$ cat config.mk
export PLATFORM = sky130hd
export DESIGN_NAME = lzsw_front
export DESIGN_NICKNAME = d
export VERILOG_FILES = /design/src/rtl/core/lzsw_pkg.sv /design/src/rtl/core/lzsw_front.sv
export SDC_FILE = /design/constraint.sdc
export NUM_CORES = 1
export LEC_CHECK = 0
export ABC_AREA = 1
export BUFFER_PORTS_ARGS = -buffer_cell sky130_fd_sc_hd__buf_2
export CAP_MARGIN = 20
export CORE_UTILIZATION = 54
export CTS_BUF_LIST = sky130_fd_sc_hd__clkbuf_8
export DETAILED_ROUTE_END_ITERATION = 10
export PLACE_DENSITY = 0.82
export SLEW_MARGIN = 40
export SYNTH_ARGS = -nofsm -noshare
export SYNTH_HDL_FRONTEND = slang
export SYNTH_SLANG_ARGS = --single-unit
$ cat constraint.sdc
create_clock -name clock -period 1.7 [get_ports clock]
set_input_delay 0.255 -clock clock [delete_from_list [all_inputs] [get_ports clock]]
set_output_delay 0.255 -clock clock [all_outputs]
set_load 0.03 [all_outputs]
$ cat src/rtl/core/lzsw_pkg.sv
// shared types and constants of the lzss window decoder
package lzsw_pkg;

   localparam int WINDOW_DEPTH_DEFAULT = 4096;
   localparam int MIN_MATCH            = 3;
   localparam int MAX_MATCH            = 18;
   localparam int MATCH_LEN_W          = 5;
   localparam int CMD_DEPTH            = 4;
   localparam int RSP_DEPTH            = 4;
   localparam logic [7:0] SPACE_BYTE   = 8'h20;
   localparam logic [7:0] LEN_MASK     = 8'h0F;
   localparam logic [7:0] POS_HI_MASK  = 8'hF0;

   localparam logic CSR_SIZE_KNOWN    = 1'b0;
   localparam logic CSR_EXPECTED_SIZE = 1'b1;

   typedef enum logic [1:0] {
      ST_DECODING = 2'd0,
      ST_DONE     = 2'd1,
      ST_TRUNC    = 2'd2
   } status_type;

   typedef enum logic [1:0] {
      PH_FLAG  = 2'd0,
      PH_TOKEN = 2'd1,
      PH_HIGH  = 2'd2
   } phase_type;

   typedef enum logic [1:0] {
      CMD_NONE  = 2'd0,
      CMD_LIT   = 2'd1,
      CMD_MATCH = 2'd2,
      CMD_END   = 2'd3
   } cmd_kind_type;

   typedef enum logic {
      BK_IDLE = 1'b0,
      BK_COPY = 1'b1
   } back_state_type;

   typedef struct packed {
      logic [7:0] in_byte;
      logic       end_of_input;
   } req_type;

   typedef struct packed {
      logic [7:0] out_byte;
      logic       byte_valid;
      logic       last_of_run;
      status_type status;
   } rsp_type;

   typedef struct packed {
      cmd_kind_type kind;
      logic [7:0]   lo;
      logic [7:0]   hi;
      logic         in_token;
   } cmd_type;

   typedef struct packed {
      logic        size_known;
      logic [31:0] expected_size;
   } cfg_type;

endpackage

$ cat src/rtl/core/lzsw_front.sv
// front end: parses flag bytes and tokens into back-end commands
module lzsw_front (
   input  logic              clock,
   input  logic              reset,
   input  logic              req_push,
   input  lzsw_pkg::req_type req_data,
   input  logic              cmd_full,
   output logic              cmd_push,
   output lzsw_pkg::cmd_type cmd_data
);
   import lzsw_pkg::*;

   phase_type  phase_ff, phase_in;
   logic [7:0] flags_ff, flags_in;
   logic [2:0] idx_ff, idx_in;
   logic [7:0] held_ff, held_in;
   logic       accept;
   logic       lit;
   logic [7:0] b;

   assign accept = req_push && !cmd_full;
   assign b      = req_data.in_byte;
   assign lit    = flags_ff[idx_ff];

   // next state
   always_comb begin
      phase_in = phase_ff;
      if (accept && !req_data.end_of_input) begin
         unique case (phase_ff)
            PH_TOKEN: begin
               if (lit) begin
                  phase_in = (idx_ff == 3'd7) ? PH_FLAG : PH_TOKEN;
               end else begin
                  phase_in = PH_HIGH;
               end
            end
            PH_HIGH: begin
               phase_in = (idx_ff == 3'd0) ? PH_FLAG : PH_TOKEN;
            end
            default: begin
               phase_in = PH_TOKEN;
            end
         endcase
      end
   end

   // command and token bookkeeping
   always_comb begin
      flags_in          = flags_ff;
      idx_in            = idx_ff;
      held_in           = held_ff;
      cmd_push          = accept;
      cmd_data.kind     = CMD_NONE;
      cmd_data.lo       = b;
      cmd_data.hi       = b;
      cmd_data.in_token = (phase_ff == PH_TOKEN) || (phase_ff == PH_HIGH);
      if (req_data.end_of_input) begin
         cmd_data.kind = CMD_END;
      end else begin
         unique case (phase_ff)
            PH_TOKEN: begin
               idx_in = idx_ff + 1'b1;
               if (lit) begin
                  cmd_data.kind = CMD_LIT;
               end else if (accept) begin
                  held_in = b;
               end
            end
            PH_HIGH: begin
               cmd_data.kind = CMD_MATCH;
               cmd_data.lo   = held_ff;
            end
            default: begin
               flags_in = b;
               idx_in   = 3'd0;
            end
         endcase
      end
   end

   always_ff @(posedge clock) begin
      if (reset) begin
         phase_ff <= PH_FLAG;
         flags_ff <= '0;
         idx_ff   <= '0;
         held_ff  <= '0;
      end else begin
         phase_ff <= phase_in;
         if (accept) begin
            flags_ff <= flags_in;
            idx_ff   <= idx_in;
            held_ff  <= held_in;
         end
      end
   end

endmodule

==> metrics.cfg <==
[outcome]
status=finished, final reports clean

[detailed_routing]
wirelength_um=3210
drc_errors=0
drt_iter0_markers=27
vias_per_cell=5.36
firstDrtPassIters=4
antenna_left=0
routedWlPerCell_um=13.7
num_vias=1259

[layout]
nets=226
diodes=0
regArea_um2=425
fill_cells=169
fin_area_um2=1640
multiInputGateArea_um2=754
area_delta_synth_final_pct=28.9
drive_gt1_frac=0.449

[placement]
dp_slack_ns=0.136
dpl_cell_area_um2=1410
dpl.hpwl_um=2070
gp_congestion=0.950
numPortBuffers=32

[critical_path]
crit_chain=inv_2 > ha_4 > nand2_4 > buf_12 > nor2_1 > a21oi_2 > buf_6
startpoint_type=register
critPathSlowestCell=dfxtp_2
cp_max_fo=8
max_stage_delay_ns=0.35
cp.required_ns=1.44
end_kind=output port
worstRegToRegCells=9
r2r_end=held_ff[4]$_SDFFE_PP0P_
crit_arrival_ns=1.40
ff2ff_setup_slack_ns=0.36
reg2reg_from=idx_ff[1]$_SDFFE_PP0P_
critPathKind=register to output port

[logic_synthesis]
avgSynthCellArea_um2=7.13
syn-num-nets=196
synth_cell_types=20
syn_area_um2=1270
synth-seq-cells=21
async_reset_ff_frac=0
synth_cells=178
ys_warn_count=0
synth_edf_count=0
ys_seq_area_frac=0.331
synthFlopType=dfxtp_1

[clock_tree]
clockBufferDepth=2
cts_made_buffers=3
h-tree-depth=1
cts-root-buf=clkbuf_8
clkSinkCount=21
cts_hold_buf=0
cts_tree=yes
clock_latency_ns=0.26
clk_pin_slew_worst_paths_ns=0.08

[die]
die_area_um2=2550
die_w_um=50.5
rows=17
ioPinCount=33
coreArea_um2=2210
initial_core_util=0.574
fp.dieH_um=50.5

[global_route]
overflow=0
grt.met2_usage=0.489
grt_pass1_wl_um=4950
grt_max_degree=18
gr-usage-met1=0.292
met3_usage=0.0364
busiest_layer=met2
antenna_found_initial=0
grt_usage=0.259
first_global_vias=1180

[sta]
finalHoldViolations=0
max_freq_mhz=606
finClkSkew_ns=0.00799
max-slew-margin-rel=0.682
min_period_over_period=0.971
fin_crit_ns=1.65
rsz0062_at_grt=false
tightest_slew_ns=0.477
slew_violations=0
setup_violations=0
final.setup.worst_slack_ns=0.0485

[min_path]
holdPathEnd=idx_ff[0]$_SDFFE_PP0P_
min_delay_path_depth=2
hold_start=reset
min_path_type=input port to register

[power]
p_per_area_nw_per_um2=644
ir_drop_v=0.000587
p_leak_nw=0.786

[run]
drv_cap=0

-- registers in the layout, indices dropped and copies added (netlist names) --
| signal | flops |
|---|---|
| idx_ff | 3 |
| flags_ff | 8 |
| held_ff | 8 |
| phase_ff | 2 |
-- power breakdown --
| part | leakage (nW) | switching, mW | internal (mW) |
|---|---|---|---|
| Clock | 0.0269 | 0.163 | 0.161 |
| Sequential | 0.172 | 0.00581 | 0.504 |
| Combinational | 0.587 | 0.145 | 0.0747 |
-- worst max-delay path: cells and delay by family, from the launching register on --
kind                     cells  cell delay [ns]
AO/OA/AOI/OAI                1             0.14
adder cells (fa/ha/maj)      1             0.16
buffers and inverters        3             0.33
flip-flops                   1             0.35
AND/OR/NAND/NOR              2             0.15
-- how the worst max path moves through the flow --
stage                             start            to  slack [ns]  cells after the start
4_1_cts          idx_ff[0]$_SDFFE_PP0P_  cmd_data[17]        0.02                      9
2_1_floorplan  phase_ff[0]$_SDFFE_PP0P_  cmd_data[14]       -0.03                      6
3_5_place_dp   phase_ff[0]$_SDFFE_PP0P_  cmd_data[15]        0.14                      7
5_1_grt        phase_ff[1]$_SDFFE_PP0P_  cmd_data[13]       0.001                      6
6_report       phase_ff[0]$_SDFFE_PP0P_  cmd_data[10]        0.05                      7
3_3_place_gp   phase_ff[0]$_SDFFE_PP0P_  cmd_data[13]        0.20                      7
-- metal layers --
| metal | up-vias | share of wire |
|---|---|---|
| met5 | - | 0 |
| met4 | 0 | 0.017 |
| met3 | 9 | 0.043 |
| met2 | 51 | 0.52 |
| met1 | 588 | 0.42 |
| li1 | 611 | - |
-- metrics by stage --
step / setup TNS, ns / hold slack, ns / instances / utilization / total power [mW]
after CTS: 0 / 0.226 / 234 / 0.719 / 1.04
after floorplan: -0.0682 / 0.324 / 178 / - / 0.667
final: 0 / 0.232 / 235 / 0.740 / 1.05
after global placement: 0 / 0.453 / 228 / 0.638 / 0.707
after global routing: 0 / 0.231 / 235 / 0.740 / 1.09
after detailed placement: 0 / 0.456 / 228 / 0.638 / 0.712
-- cells in the mapped netlist, types with 3 or more instances --
master / count / area share
nand2_4: 3 / 0.027
inv_1: 25 / 0.074
dfxtp_1: 21 / 0.33
nand2_2: 3 / 0.015
o21ai_0: 7 / 0.028
nand3_1: 10 / 0.039
nor2_1: 8 / 0.024
ha_1: 5 / 0.049
a21oi_1: 22 / 0.087
nand2_1: 30 / 0.089
buf_4: 8 / 0.047
nand3_2: 6 / 0.047
nor2_2: 18 / 0.089
inv_2: 4 / 0.012
-- timing repair --
| action | CTS | global route |
|---|---|---|
| cloned | 1 | 0 |
| setup endpoints to repair | 9 | 9 |
| setup buffers | 1 | 1 |
| resized for setup | 31 | 10 |
| pin swaps | 0 | 2 |
-- placed cells by master, fill, tap and decap left out, types with 2 or more instances in the layout --
| cell type | Yosys | layout |
|---|---|---|
| a21oi_1 | 22 | 14 |
| a21oi_2 | 0 | 5 |
| a21oi_4 | 0 | 3 |
| buf_2 | 2 | 23 |
| buf_4 | 8 | 5 |
| buf_6 | 0 | 6 |
| clkbuf_8 | 0 | 3 |
| dfxtp_1 | 21 | 19 |
| ha_1 | 5 | 4 |
| inv_1 | 25 | 25 |
| inv_2 | 4 | 5 |
| nand2_1 | 30 | 27 |
| nand2_2 | 3 | 5 |
| nand2_4 | 3 | 4 |
| nand3_1 | 10 | 10 |
| nand3_2 | 6 | 6 |
| nor2_1 | 8 | 4 |
| nor2_2 | 18 | 22 |
| o21ai_0 | 7 | 7 |
| o21ai_1 | 2 | 2 |
-- cell families (layout without fill, tap and decap cells) --
logic type	Yosys count	in the layout	share of synthesized area
buffers and inverters	40	69	0.144
flip-flops	21	21	0.331
AO/OA/AOI/OAI	31	31	0.122
adder cells (fa/ha/maj)	5	5	0.0493
AND/OR/NAND/NOR	81	81	0.354
-- cell type report --
type                            instances  area share
Inverter                               29      0.0665
Tap cell                               28      0.0214
Sequential cell                        21       0.260
Timing Repair Buffer                   36       0.164
Clock inverter                          1     0.00229
Multi-Input combinational cell        117       0.461
Clock buffer                            3      0.0252
Note: power is estimated with default switching activity, not from simulation.
