### config.mk
export PLATFORM = sky130hd
export DESIGN_NAME = lzsw_fifo
export DESIGN_NICKNAME = d
export VERILOG_FILES = /design/src/rtl/core/lzsw_fifo.sv
export SDC_FILE = /design/constraint.sdc
export NUM_CORES = 1
export LEC_CHECK = 0
export BUFFER_PORTS_ARGS = -buffer_cell sky130_fd_sc_hd__buf_2
export CORE_MARGIN = 3
export CORE_UTILIZATION = 45
export CTS_CLUSTER_SIZE = 20
export DETAILED_ROUTE_END_ITERATION = 12
export PLACE_DENSITY_LB_ADDON = 0.12
export SYNTH_ARGS = -nofsm -noshare
export SYNTH_HDL_FRONTEND = slang
export SYNTH_SLANG_ARGS = --single-unit
### constraint.sdc
create_clock -name clock -period 5.75 [get_ports clock]
set_input_delay 0.575 -clock clock [delete_from_list [all_inputs] [get_ports clock]]
set_output_delay 0.575 -clock clock [all_outputs]
set_load 0.01 [all_outputs]
### src/rtl/core/lzsw_fifo.sv
// small flop-based queue between front and back, and for results
module lzsw_fifo #(
   parameter int WIDTH = 8,
   parameter int DEPTH = 4
) (
   input  logic                         clock,
   input  logic                         reset,
   input  logic                         push,
   input  logic [WIDTH-1:0]             push_data,
   output logic                         full,
   input  logic                         pop,
   output logic [WIDTH-1:0]             pop_data,
   output logic                         empty,
   output logic [$clog2(DEPTH+1)-1:0]   level
);
   localparam int PW = (DEPTH > 1) ? $clog2(DEPTH) : 1;
   localparam int CW = $clog2(DEPTH+1);

   logic [WIDTH-1:0] mem_ff [DEPTH];
   logic [PW-1:0]    wr_ptr_ff, wr_ptr_in;
   logic [PW-1:0]    rd_ptr_ff, rd_ptr_in;
   logic [CW-1:0]    count_ff, count_in;
   logic             do_push, do_pop;

   assign full     = (count_ff == CW'(DEPTH));
   assign empty    = (count_ff == '0);
   assign level    = count_ff;
   assign pop_data = mem_ff[rd_ptr_ff];
   assign do_push  = push && !full;
   assign do_pop   = pop && !empty;

   always_comb begin
      wr_ptr_in = wr_ptr_ff;
      rd_ptr_in = rd_ptr_ff;
      count_in  = count_ff;
      if (do_push) begin
         wr_ptr_in = (wr_ptr_ff == PW'(DEPTH-1)) ? '0 : wr_ptr_ff + 1'b1;
      end
      if (do_pop) begin
         rd_ptr_in = (rd_ptr_ff == PW'(DEPTH-1)) ? '0 : rd_ptr_ff + 1'b1;
      end
      if (do_push && !do_pop) begin
         count_in = count_ff + 1'b1;
      end else if (do_pop && !do_push) begin
         count_in = count_ff - 1'b1;
      end
   end

   always_ff @(posedge clock) begin
      if (reset) begin
         wr_ptr_ff <= '0;
         rd_ptr_ff <= '0;
         count_ff  <= '0;
      end else begin
         wr_ptr_ff <= wr_ptr_in;
         rd_ptr_ff <= rd_ptr_in;
         count_ff  <= count_in;
      end
   end

   always_ff @(posedge clock) begin
      if (do_push) begin
         mem_ff[wr_ptr_ff] <= push_data;
      end
   end

endmodule

==> metrics.md, run 1 <==
| Metric | Value |
|---|---|
| Number of synthesized register bits | 41 |
| Final Wtd Congestion | 0.709 |
| Total GRT Usage | 0.135 |
| Internal Power | 535 uW |
| Nets | 138 |
| Setup crit end kind | flip-flop |
| Number of antenna violations at the first check in global routing | 0 |
| Hold-fix buffers, CTS | 0 |
| CP Class | reg -> reg |
| DRT iter0 DRCs | 23 |
| Fin crit share | 0.421 |
| Largest net degree at the start of global routing | 14 |
| Most frequent cells in the layout | edfxtp_1, buf_2, dfxtp_1, mux4_2, ha_1 |
| Vias/cell | 5.13 |
| DR DRC count | 0 |
| Distinct cells, synth | 26 |
| Setup TNS | 0 ns |
| Fraction of registers with async set/reset | 0 |
| Final WL | 2550 um |
| Lkg Pwr | 0.701 nW |
| Non-filler instance count after layout | 166 |
| Post-Place Setup Slack | 3.33 ns |
| Global-route wire length before repair | 4200 um |
| Reg power frac | 0.532 |
| Yosys warns | 0 |
| Combinational share of power | 0.257 |
| Syn Inst Count | 92 |
| WL/cell | 15.3 um |
| CP arrival | 2.70 ns |
| Peak VDD IR | 0.000182 V |
| Clock sinks | 41 |
| Max Cap Viol | 0 |
| Clock root buffer | clkbuf_4 |
| RSZ-0062 raised after global routing | false |
| Crit path required time | 6.03 ns |
| Sw Ratio | 0.287 |
| Die Wd | 66.5 um |
| DR vias | 851 |
| Post-CTS setup buffer count | 0 |
| IO Count | 25 |
| Status | finished, final reports clean |
| Syn nets | 111 |
| H-Tree Level Count | 2 |
| Syn-to-layout area delta | 13.7% |
| Number of synthesized flops with an enable pin | 32 |
| Clock Tree Buf Depth | 2 |
| Grt ovf | 0 |
| Drt first pass iters | 4 |
| Hold Crit Class | in -> reg |
| Power density over cell area | 401 nW/um^2 |
| Post-cts resize count | 0 |
| DP Cell Count | 158 |
| Mapped Area | 1650 um^2 |
| Max-slew violation count | 0 |
| CP max FO | 7 |
| Fin. Hold Viols | 0 |
| Core box area | 3420 um^2 |
| Share of cells above drive strength 1 | 0.400 |
| Fill cells | 281 |
| Shortest period the worst path allows | 2.42 ns |
| Commonest non-fill, non-tap cell in the layout | edfxtp_1 |
| P_sw | 215 uW |
| Synth Area per Inst | 17.9 um^2 |
| Antenna-violating nets left | 0 |
| Clock Skew | 0.00704 ns |
| CTS buffer count | 5 |
| Starting density of the core | 0.482 |
| Clock Power Share | 0.212 |
| Clk slew on worst S/H paths | 0.11 ns |
| Max-slew headroom | 0.640 |
| CTS tree | built |
| # setup viols final | 0 |
| Seq/Total Area, Yosys | 0.694 |
| Vias in the first global route | 916 |
| Chip height | 66.5 um |
| DP HPWL | 1800 um |
| Fmax achieved | 413 MHz |
| IO buf count | 24 |
| Full die area | 4420 um^2 |
| Worst-Skew Late Latency | 0.34 ns |
| Antenna diodes | 0 |
| Final WS setup | 3.33 ns |
| Worst Tran Pin Value | 0.540 ns |
| Startpoint types | flip-flop |
| Post-synth top flop | edfxtp_1 |
| Row cnt | 21 |
==> per-layer routing <==
layer | track usage | vias up | wire length, um
li1 | - | 406 | -
met1 | 0.153 | 416 | 1040
met2 | 0.227 | 22 | 1320
met3 | 0.0422 | 7 | 131
met4 | 0.0685 | 0 | 65
met5 | 0 | - | 0
==> cell usage after synthesis (2+ instances only) <==
| master | n | area share |
|---|---|---|
| edfxtp_1 | 32 | 0.58 |
| dfxtp_1 | 9 | 0.11 |
| mux4_2 | 8 | 0.11 |
| ha_1 | 6 | 0.046 |
| and3_2 | 4 | 0.018 |
| inv_1 | 4 | 0.0091 |
| a21oi_1 | 3 | 0.0091 |
| nor2_1 | 3 | 0.0068 |
| mux2i_1 | 2 | 0.012 |
| nand3_1 | 2 | 0.0061 |
| nor3_1 | 2 | 0.0061 |
| o31ai_2 | 2 | 0.015 |
| xor2_1 | 2 | 0.011 |
==> sequential cells by signal (all words and copies together), names as in the netlist, named ones only <==
signal / count
rd_ptr_ff: 2
mem_ff: 32
level: 3
wr_ptr_ff: 2
==> cell type report <==
type,instances,area (um^2),area share
sequential,41,1140,0.610
clock buffer,7,66.3,0.0355
multi-input combinational,42,457,0.244
inverter,5,23.8,0.0127
tap,46,57.6,0.0308
timing repair buffer,24,120,0.0642
clock inverter,1,5.00,0.00268
==> power by group through the flow <==
stage	logic (mW)	clock network [mW]	registers [mW]
6_report	0.193	0.159	0.398
5_1_grt	0.212	0.176	0.407
4_1_cts	0.196	0.165	0.401
3_5_place_dp	0.195	0	0.407
3_3_place_gp	0.192	0	0.405
2_1_floorplan	0.150	0	0.389
==> critical path, stage by stage (launching register included) <==
cell and delay (ns):
dfxtp_1 0.48, or3b_1 0.33, clkinv_4 0.09, nor2_2 0.13, ha_1 0.20, inv_1 0.06
fa_1 0.37, xor2_1 0.15, or3_2 0.40, a21oi_1 0.14
==> per-stage QoR <==
step / hold WS (ns) / utilization / cell area, um^2 / power, mW
after floorplan: 0.463 / - / 1650 / 0.540
after global placement: 0.483 / 0.527 / 1800 / 0.597
after detailed placement: 0.489 / 0.527 / 1800 / 0.602
after CTS: 0.436 / 0.548 / 1870 / 0.762
after global routing: 0.430 / 0.548 / 1870 / 0.794
final: 0.446 / 0.548 / 1870 / 0.750
==> cells by family after synthesis <==
logic type / synth area share
DFF: 0.694
and+or+nand+nor: 0.0570
xor gates and xnor gates: 0.0106
muxes: 0.122
AOI/OAI and AO/OA: 0.0304
buffers and inverters: 0.0289
adders and majority gates: 0.0578
==> path summary, 6_finish.rpt <==
check	to	slack [ns]	depth (start not counted)	startpoint
setup / recovery	level[2]	3.33	9	level[0]
hold / removal	mem_ff[1][4]	0.45	1	push_data[4]
setup reg to reg	level[2]	3.33	9	level[0]
hold reg to reg	rd_ptr_ff[0]	0.52	2	rd_ptr_ff[0]
Note: power is estimated with default switching activity, not from simulation.
==> run 2, diff against run 1 <==
==> constraint.sdc (replaced) <==
create_clock -name clock -period 2.4 [get_ports clock]
set_input_delay 0.24 -clock clock [delete_from_list [all_inputs] [get_ports clock]]
set_output_delay 0.24 -clock clock [all_outputs]
set_load 0.01 [all_outputs]
==> run 2 against run 1 <==
Compared with the run above: combinational power is 140% higher; register-to-register slack lost 3.1 ns; fmax up 9.4%; sequential share of layout area is 0.31 points lower; global-route usage is 0.28 points higher; non-clock buffer count grew 1; power up 150%; routed wire length fell by 0.12%; cell count grew 0.60%; highest routed layer unchanged.
==> metrics.md, run 2 (same netlist as run 1, synthesis figures left out) <==
| Metric | Value |
|---|---|
| Core box area | 3420 um^2 (unchanged) |
| Drt first pass iters | 4 (unchanged) |
| Clock Tree Buf Depth | 2 (unchanged) |
| Worst-Skew Late Latency | 0.33 ns (was 0.34 ns) |
| Nets | 139 (was 138) |
| CP Cell Sequence | o31ai_2 > ha_1 > inv_1 > fa_1 > xor2_1 > or3_2 > a21oi_1 (was or3b_1 > clkinv_4 > nor2_2 > ha_1 > inv_1 > fa_1 > xor2_1 > or3_2 > a21oi_1) |
| CP top delay family | adder cells (was simple AND/OR/NAND/NOR gates) |
| Clock sinks | 41 (unchanged) |
| DP Cell Count | 159 (was 158) |
| Chip height | 66.5 um (unchanged) |
| Reg2reg path depth | 7 (was 9) |
| Max-slew violation count | 0 (unchanged) |
| Startpoint types | flip-flop (unchanged) |
| RSZ-0062 raised after global routing | false (unchanged) |
| Worst Tran Pin Value | 0.536 ns (was 0.540 ns) |
| Total GRT Usage | 0.137 (was 0.135) |
| Grt ovf | 0 (unchanged) |
| Largest reg by FF count | mem_ff (unchanged) |
| Antenna diodes | 0 (unchanged) |
| Post-Place Setup Slack | 0.119 ns (was 3.33 ns) |
| Post-cts resize count | 0 (unchanged) |
| WL/cell | 15.2 um (was 15.3 um) |
| Vias in the first global route | 873 (was 916) |
| Hold endpoint | mem_ff[0][1] (was mem_ff[1][4]) |
| Setup crit end kind | flip-flop (unchanged) |
| Power density over cell area | 977 nW/um^2 (was 401 nW/um^2) |
| Antenna-violating nets left | 0 (unchanged) |
| Fill cells | 296 (was 281) |
| Global-route wire length before repair | 4300 um (was 4200 um) |
| Fin. Hold Viols | 0 (unchanged) |
| Min Hold Slack | 0.115 ns (was 0.446 ns) |
| Setup TNS | 0 ns (unchanged) |
| DRT iter0 DRCs | 43 (was 23) |
| Max-slew headroom | 0.642 (was 0.640) |
| Max FFs per register | 32 (unchanged) |
| DR DRC count | 0 (unchanged) |
| Final Wtd Congestion | 0.734 (was 0.709) |
| R2R setup slack | 0.19 ns (was 3.33 ns) |
| # setup viols final | 0 (unchanged) |
| Full die area | 4420 um^2 (unchanged) |
| WP buf/inv | 1 (was 2) |
| Hold Crit Class | in -> reg (unchanged) |
| Hold path startpoint | push_data[1] (was push_data[4]) |
| H-Tree Level Count | 2 (unchanged) |
| Largest net degree at the start of global routing | 13 (was 14) |
| Most frequent cells in the layout | edfxtp_1, buf_2, mux4_2, dfxtp_1, ha_1 (was edfxtp_1, buf_2, dfxtp_1, mux4_2, ha_1) |
| Clock root buffer | clkbuf_4 (unchanged) |
| DR vias | 854 (was 851) |
| Non-filler instance count after layout | 167 (was 166) |
| CTS buffer count | 5 (unchanged) |
| Crit path required time | 2.67 ns (was 6.03 ns) |
| Clock Skew | 0.00793 ns (was 0.00704 ns) |
| IO Count | 25 (unchanged) |
| CP arrival | 2.49 ns (was 2.70 ns) |
| Peak VDD IR | 0.000444 V (was 0.000182 V) |
| Die Wd | 66.5 um (unchanged) |
| Slowest-stage cell, CP | o31ai_2 (was dfxtp_1) |
| Status | finished, final reports clean (unchanged) |
| CP Class | reg -> reg (unchanged) |
| Hold-fix buffers, CTS | 0 (unchanged) |
| Clk slew on worst S/H paths | 0.11 ns (about the same) |
| IO buf count | 24 (unchanged) |
| Reg2Reg Capture Point | level[2] (unchanged) |
| Number of antenna violations at the first check in global routing | 0 (unchanged) |
| Fin crit share | 0.921 (was 0.421) |
| Final WL | 2550 um (about the same) |
| Worst R2R Start | level[1] (was level[0]) |
| Lkg Pwr | 0.706 nW (was 0.701 nW) |
| CTS tree | built (unchanged) |
| Shortest period the worst path allows | 2.21 ns (was 2.42 ns) |
| WHS Path Cells | 1 (unchanged) |
| Post-CTS setup buffer count | 0 (unchanged) |
| Final WS setup | 0.189 ns (was 3.33 ns) |
| Commonest non-fill, non-tap cell in the layout | edfxtp_1 (unchanged) |
| CP max FO | 6 (was 7) |
| Vias/cell | 5.11 (was 5.13) |
| Row cnt | 21 (unchanged) |
| DP HPWL | 1850 um (was 1800 um) |
| Max Cap Viol | 0 (unchanged) |
| Max stage delay on crit path | 0.40 ns (was 0.48 ns) |
| Fmax achieved | 452 MHz (was 413 MHz) |
| Starting density of the core | 0.482 (unchanged) |
| Share of cells above drive strength 1 | 0.413 (was 0.400) |
| Syn-to-layout area delta | 14.5% (was 13.7%) |
==> run 2: cell count changes in the layout (fill, tap and decap cells not counted), sizes merged <==
cell	previous run	this run
bufinv	0	1
buf	24	25
clkbuf	7	6
==> run 2: stage by stage <==
step,util,total power [mW],instance area [um^2]
floorplan,-,1.29,1650
global placement,0.529,1.43,1810
detailed placement,0.529,1.45,1810
CTS,0.551,1.87,1880
global route,0.552,1.97,1880
finish,0.552,1.84,1880
==> run 2: worst register-to-register path, stage by stage, from the launching register on <==
cell and delay, ns:
dfxtp_2 0.37, o31ai_2 0.40, ha_1 0.26, inv_1 0.06
fa_1 0.38, xor2_1 0.16, or3_2 0.40, a21oi_1 0.14
==> run 2: how the worst max path moves through the flow <==
stage | from | to | slack, ns | cells past startpoint
floorplan | level[0] | level[2] | 0.14 | 10
global placement | level[0] | level[2] | 0.20 | 9
detailed placement | level[0] | level[2] | 0.12 | 9
CTS | level[0] | level[2] | 0.09 | 9
global route | level[1] | level[2] | 0.04 | 7
finish | level[1] | level[2] | 0.19 | 7
==> run 2: power by group <==
| group | total [mW] | internal, mW | switching [mW] |
|---|---|---|---|
| registers | 0.956 | 0.868 | 0.0880 |
| clock network | 0.414 | 0.217 | 0.198 |
| logic | 0.470 | 0.245 | 0.224 |
| total | 1.84 | 1.33 | 0.510 |
==> run 2: layout make-up <==
type                            instances  area, um^2  share of cell area
Clock buffer                            6        41.3              0.0219
Clock inverter                          2        33.8              0.0179
Inverter                                5        23.8              0.0126
Multi-Input combinational cell         42         457               0.242
Sequential cell                        41        1140               0.607
Tap cell                               46        57.6              0.0305
Timing Repair Buffer                   25         128              0.0677
==> run 2: per-layer routing <==
| metal | vias up | track usage | routed length (um) |
|---|---|---|---|
| li1 | 409 | - | - |
| met1 | 416 | 0.164 | 1020 |
| met2 | 24 | 0.227 | 1340 |
| met3 | 5 | 0.0540 | 153 |
| met4 | 0 | 0.0457 | 37 |
| met5 | - | 0 | 0 |
==> run 3, diff against run 2 <==
==> constraint.sdc (replaced) <==
create_clock -name clock -period 2.1 [get_ports clock]
set_input_delay 0.21 -clock clock [delete_from_list [all_inputs] [get_ports clock]]
set_output_delay 0.21 -clock clock [all_outputs]
set_load 0.01 [all_outputs]
==> run 3 against run 2 <==
Compared with the run above: clock skew rose by 0.0023 ns; clock power rose by 46%; worst hold slack got worse by 0.032 ns; final area rose by 5.8%; non-clock buffer count rose by 6; fmax rose by 8.6%; cell count rose by 3.6%; combinational power rose by 42%; sequential share of layout area fell by 2.9 points; critical endpoint unchanged; largest cell class unchanged; largest power group unchanged.
==> metrics.md, run 3 (same netlist as run 1, synthesis figures left out) <==
| Metric | Value |
|---|---|
| Status | finished, final reports clean (unchanged) |
| Internal Power | 1.72 mW (was 1.33 mW) |
| Max stage delay on crit path | 0.42 ns (was 0.40 ns) |
| Chip height | 66.5 um (unchanged) |
| CTS tree | built (unchanged) |
| Vias in the first global route | 867 (was 873) |
| Clock Skew | 0.0102 ns (was 0.00793 ns) |
| CP top delay family | simple AND/OR/NAND/NOR gates (was adder cells) |
| IO buf count | 24 (unchanged) |
| DR vias | 868 (was 854) |
| Row cnt | 21 (unchanged) |
| Clock Tree Buf Depth | 2 (unchanged) |
| Drt first pass iters | 4 (unchanged) |
| Power Total | 2.35 mW (was 1.84 mW) |
| CP max FO | 6 (unchanged) |
| Number of antenna violations at the first check in global routing | 0 (unchanged) |
| Fmax achieved | 491 MHz (was 452 MHz) |
| Full die area | 4420 um^2 (unchanged) |
| Clock sinks | 41 (unchanged) |
| CP Cell Sequence | or3b_4 > clkinv_4 > nor2_4 > ha_2 > buf_4 > buf_4 > xor2_2 > or3_4 > a21oi_2 (was o31ai_2 > ha_1 > inv_1 > fa_1 > xor2_1 > or3_2 > a21oi_1) |
| Total GRT Usage | 0.137 (about the same) |
| Core box area | 3420 um^2 (unchanged) |
| Setup crit end kind | flip-flop (unchanged) |
| WP buf/inv | 3 (was 1) |
| Grt ovf | 0 (unchanged) |
| Multi-input gate area | 484 um^2 (was 457 um^2) |
| Max Cap Viol | 0 (unchanged) |
| CTS buffer count | 5 (unchanged) |
| Worst-Skew Late Latency | 0.33 ns (about the same) |
| Antenna diodes | 0 (unchanged) |
| Hold Crit Class | in -> reg (unchanged) |
| Startpoint types | flip-flop (unchanged) |
| Power density over cell area | 1180 nW/um^2 (was 977 nW/um^2) |
| Largest reg by FF count | mem_ff (unchanged) |
| CP Class | reg -> reg (unchanged) |
| Nets | 145 (was 139) |
| DP Cell Count | 161 (was 159) |
| Commonest non-fill, non-tap cell in the layout | edfxtp_1 (unchanged) |
| Non-filler instance count after layout | 173 (was 167) |
| CP arrival | 2.31 ns (was 2.49 ns) |
| # setup viols final | 0 (unchanged) |
| Worst Tran Pin Value | 0.390 ns (was 0.536 ns) |
| Max-slew violation count | 0 (unchanged) |
| H-Tree Level Count | 2 (unchanged) |
| Global-route wire length before repair | 4210 um (was 4300 um) |
| Share of cells above drive strength 1 | 0.512 (was 0.413) |
| Crit path required time | 2.37 ns (was 2.67 ns) |
| Clk slew on worst S/H paths | 0.12 ns (was 0.11 ns) |
| Combinational share of power | 0.284 (was 0.255) |
| Antenna-violating nets left | 0 (unchanged) |
| P_sw | 630 uW (was 510 uW) |
| Fin crit share | 0.969 (was 0.921) |
| Syn-to-layout area delta | 21.1% (was 14.5%) |
| DRT iter0 DRCs | 42 (was 43) |
| Fin. Hold Viols | 0 (unchanged) |
| Area post-placement | 1840 um^2 (was 1810 um^2) |
| Setup TNS | 0 ns (unchanged) |
| Vias/cell | 5.02 (was 5.11) |
| Lkg Pwr | 0.754 nW (was 0.706 nW) |
| Max FFs per register | 32 (unchanged) |
| Starting density of the core | 0.482 (unchanged) |
| Reg power frac | 0.458 (was 0.520) |
| IO Count | 25 (unchanged) |
| Storage cell area | 1150 um^2 (was 1140 um^2) |
| Peak VDD IR | 0.000508 V (was 0.000444 V) |
| Most frequent CP cell | buf_4 |
| Clock Power Share | 0.258 (was 0.225) |
| Largest net degree at the start of global routing | 14 (was 13) |
| Clock root buffer | clkbuf_4 (unchanged) |
| Sw Ratio | 0.268 (was 0.277) |
| DP HPWL | 1800 um (was 1850 um) |
| Final Wtd Congestion | 0.738 (was 0.734) |
| RSZ-0062 raised after global routing | true (was false) |
| Die Wd | 66.5 um (unchanged) |
| Shortest period the worst path allows | 2.04 ns (was 2.21 ns) |
| Fill cells | 291 (was 296) |
| Most frequent cells in the layout | edfxtp_1, buf_2, mux4_2, buf_4, dfxtp_1 (was edfxtp_1, buf_2, mux4_2, dfxtp_1, ha_1) |
| Final WL | 2650 um (was 2550 um) |
| WL/cell | 15.3 um (was 15.2 um) |
| DR DRC count | 0 (unchanged) |
| Post-route cell area | 1990 um^2 (was 1880 um^2) |
| Max-slew headroom | 0.740 (was 0.642) |
| Slowest-stage cell, CP | or3b_4 (was o31ai_2) |
-- run 3: timing repair --
| action | CTS | global route |
|---|---|---|
| gates resized for setup | 4 | 2 |
| pin swaps | 3 | 3 |
| setup endpoints to repair | 1 | 1 |
| buffers inserted | 2 | 2 |
| hold buffers | 0 | 0 |
-- run 3: routing by layer --
| metal | vias to the layer above | global-route usage | part of all wire |
|---|---|---|---|
| met5 | - | 0 | 0 |
| met2 | 25 | 0.240 | 0.54 |
| met3 | 7 | 0.0472 | 0.050 |
| met1 | 417 | 0.152 | 0.39 |
| li1 | 419 | - | - |
| met4 | 0 | 0.0533 | 0.015 |
-- run 3: layout make-up --
cell class | count | share of cell area
sequential | 41 | 0.578
inverter | 5 | 0.0119
multi-input combinational | 42 | 0.243
tap | 46 | 0.0289
timing repair buffer | 31 | 0.0866
clock inverter | 3 | 0.0326
clock buffer | 5 | 0.0188
-- run 3: final timing paths --
kind                 from           end  cells after the start  slack (ns)
max              level[1]      level[2]                      9        0.06
min          push_data[6]  mem_ff[1][6]                      1        0.08
max reg2reg      level[1]      level[2]                      9        0.06
min reg2reg  rd_ptr_ff[0]  rd_ptr_ff[0]                      2        0.51
-- run 3: per-stage QoR --
stage	util	hold WS, ns	worst slack (ns)
after detailed placement	0.539	0.430	-0.0366
after global routing	0.584	0.0680	-0.0209
after floorplan	-	0.309	0.0320
after CTS	0.577	0.0710	0.0489
final	0.584	0.0828	0.0646
after global placement	0.539	0.422	0.0645
-- run 3: worst reg2reg max path: cells and delay by family, from the launching register on --
| kind | cells | cell delay [ns] |
|---|---|---|
| xor+xnor | 1 | 0.18 |
| simple gates | 3 | 0.78 |
| buf+inv | 3 | 0.33 |
| fa+ha+maj | 1 | 0.18 |
| compound gates | 1 | 0.13 |
| flops | 1 | 0.38 |
-- run 3: power by group through the flow --
stage	Combinational [mW]	Sequential [mW]	Clock, mW
floorplan	0.420	1.08	0
global placement	0.595	1.08	0
detailed placement	0.609	1.09	0
CTS	0.646	1.08	0.619
global route	0.739	1.09	0.647
finish	0.667	1.08	0.606
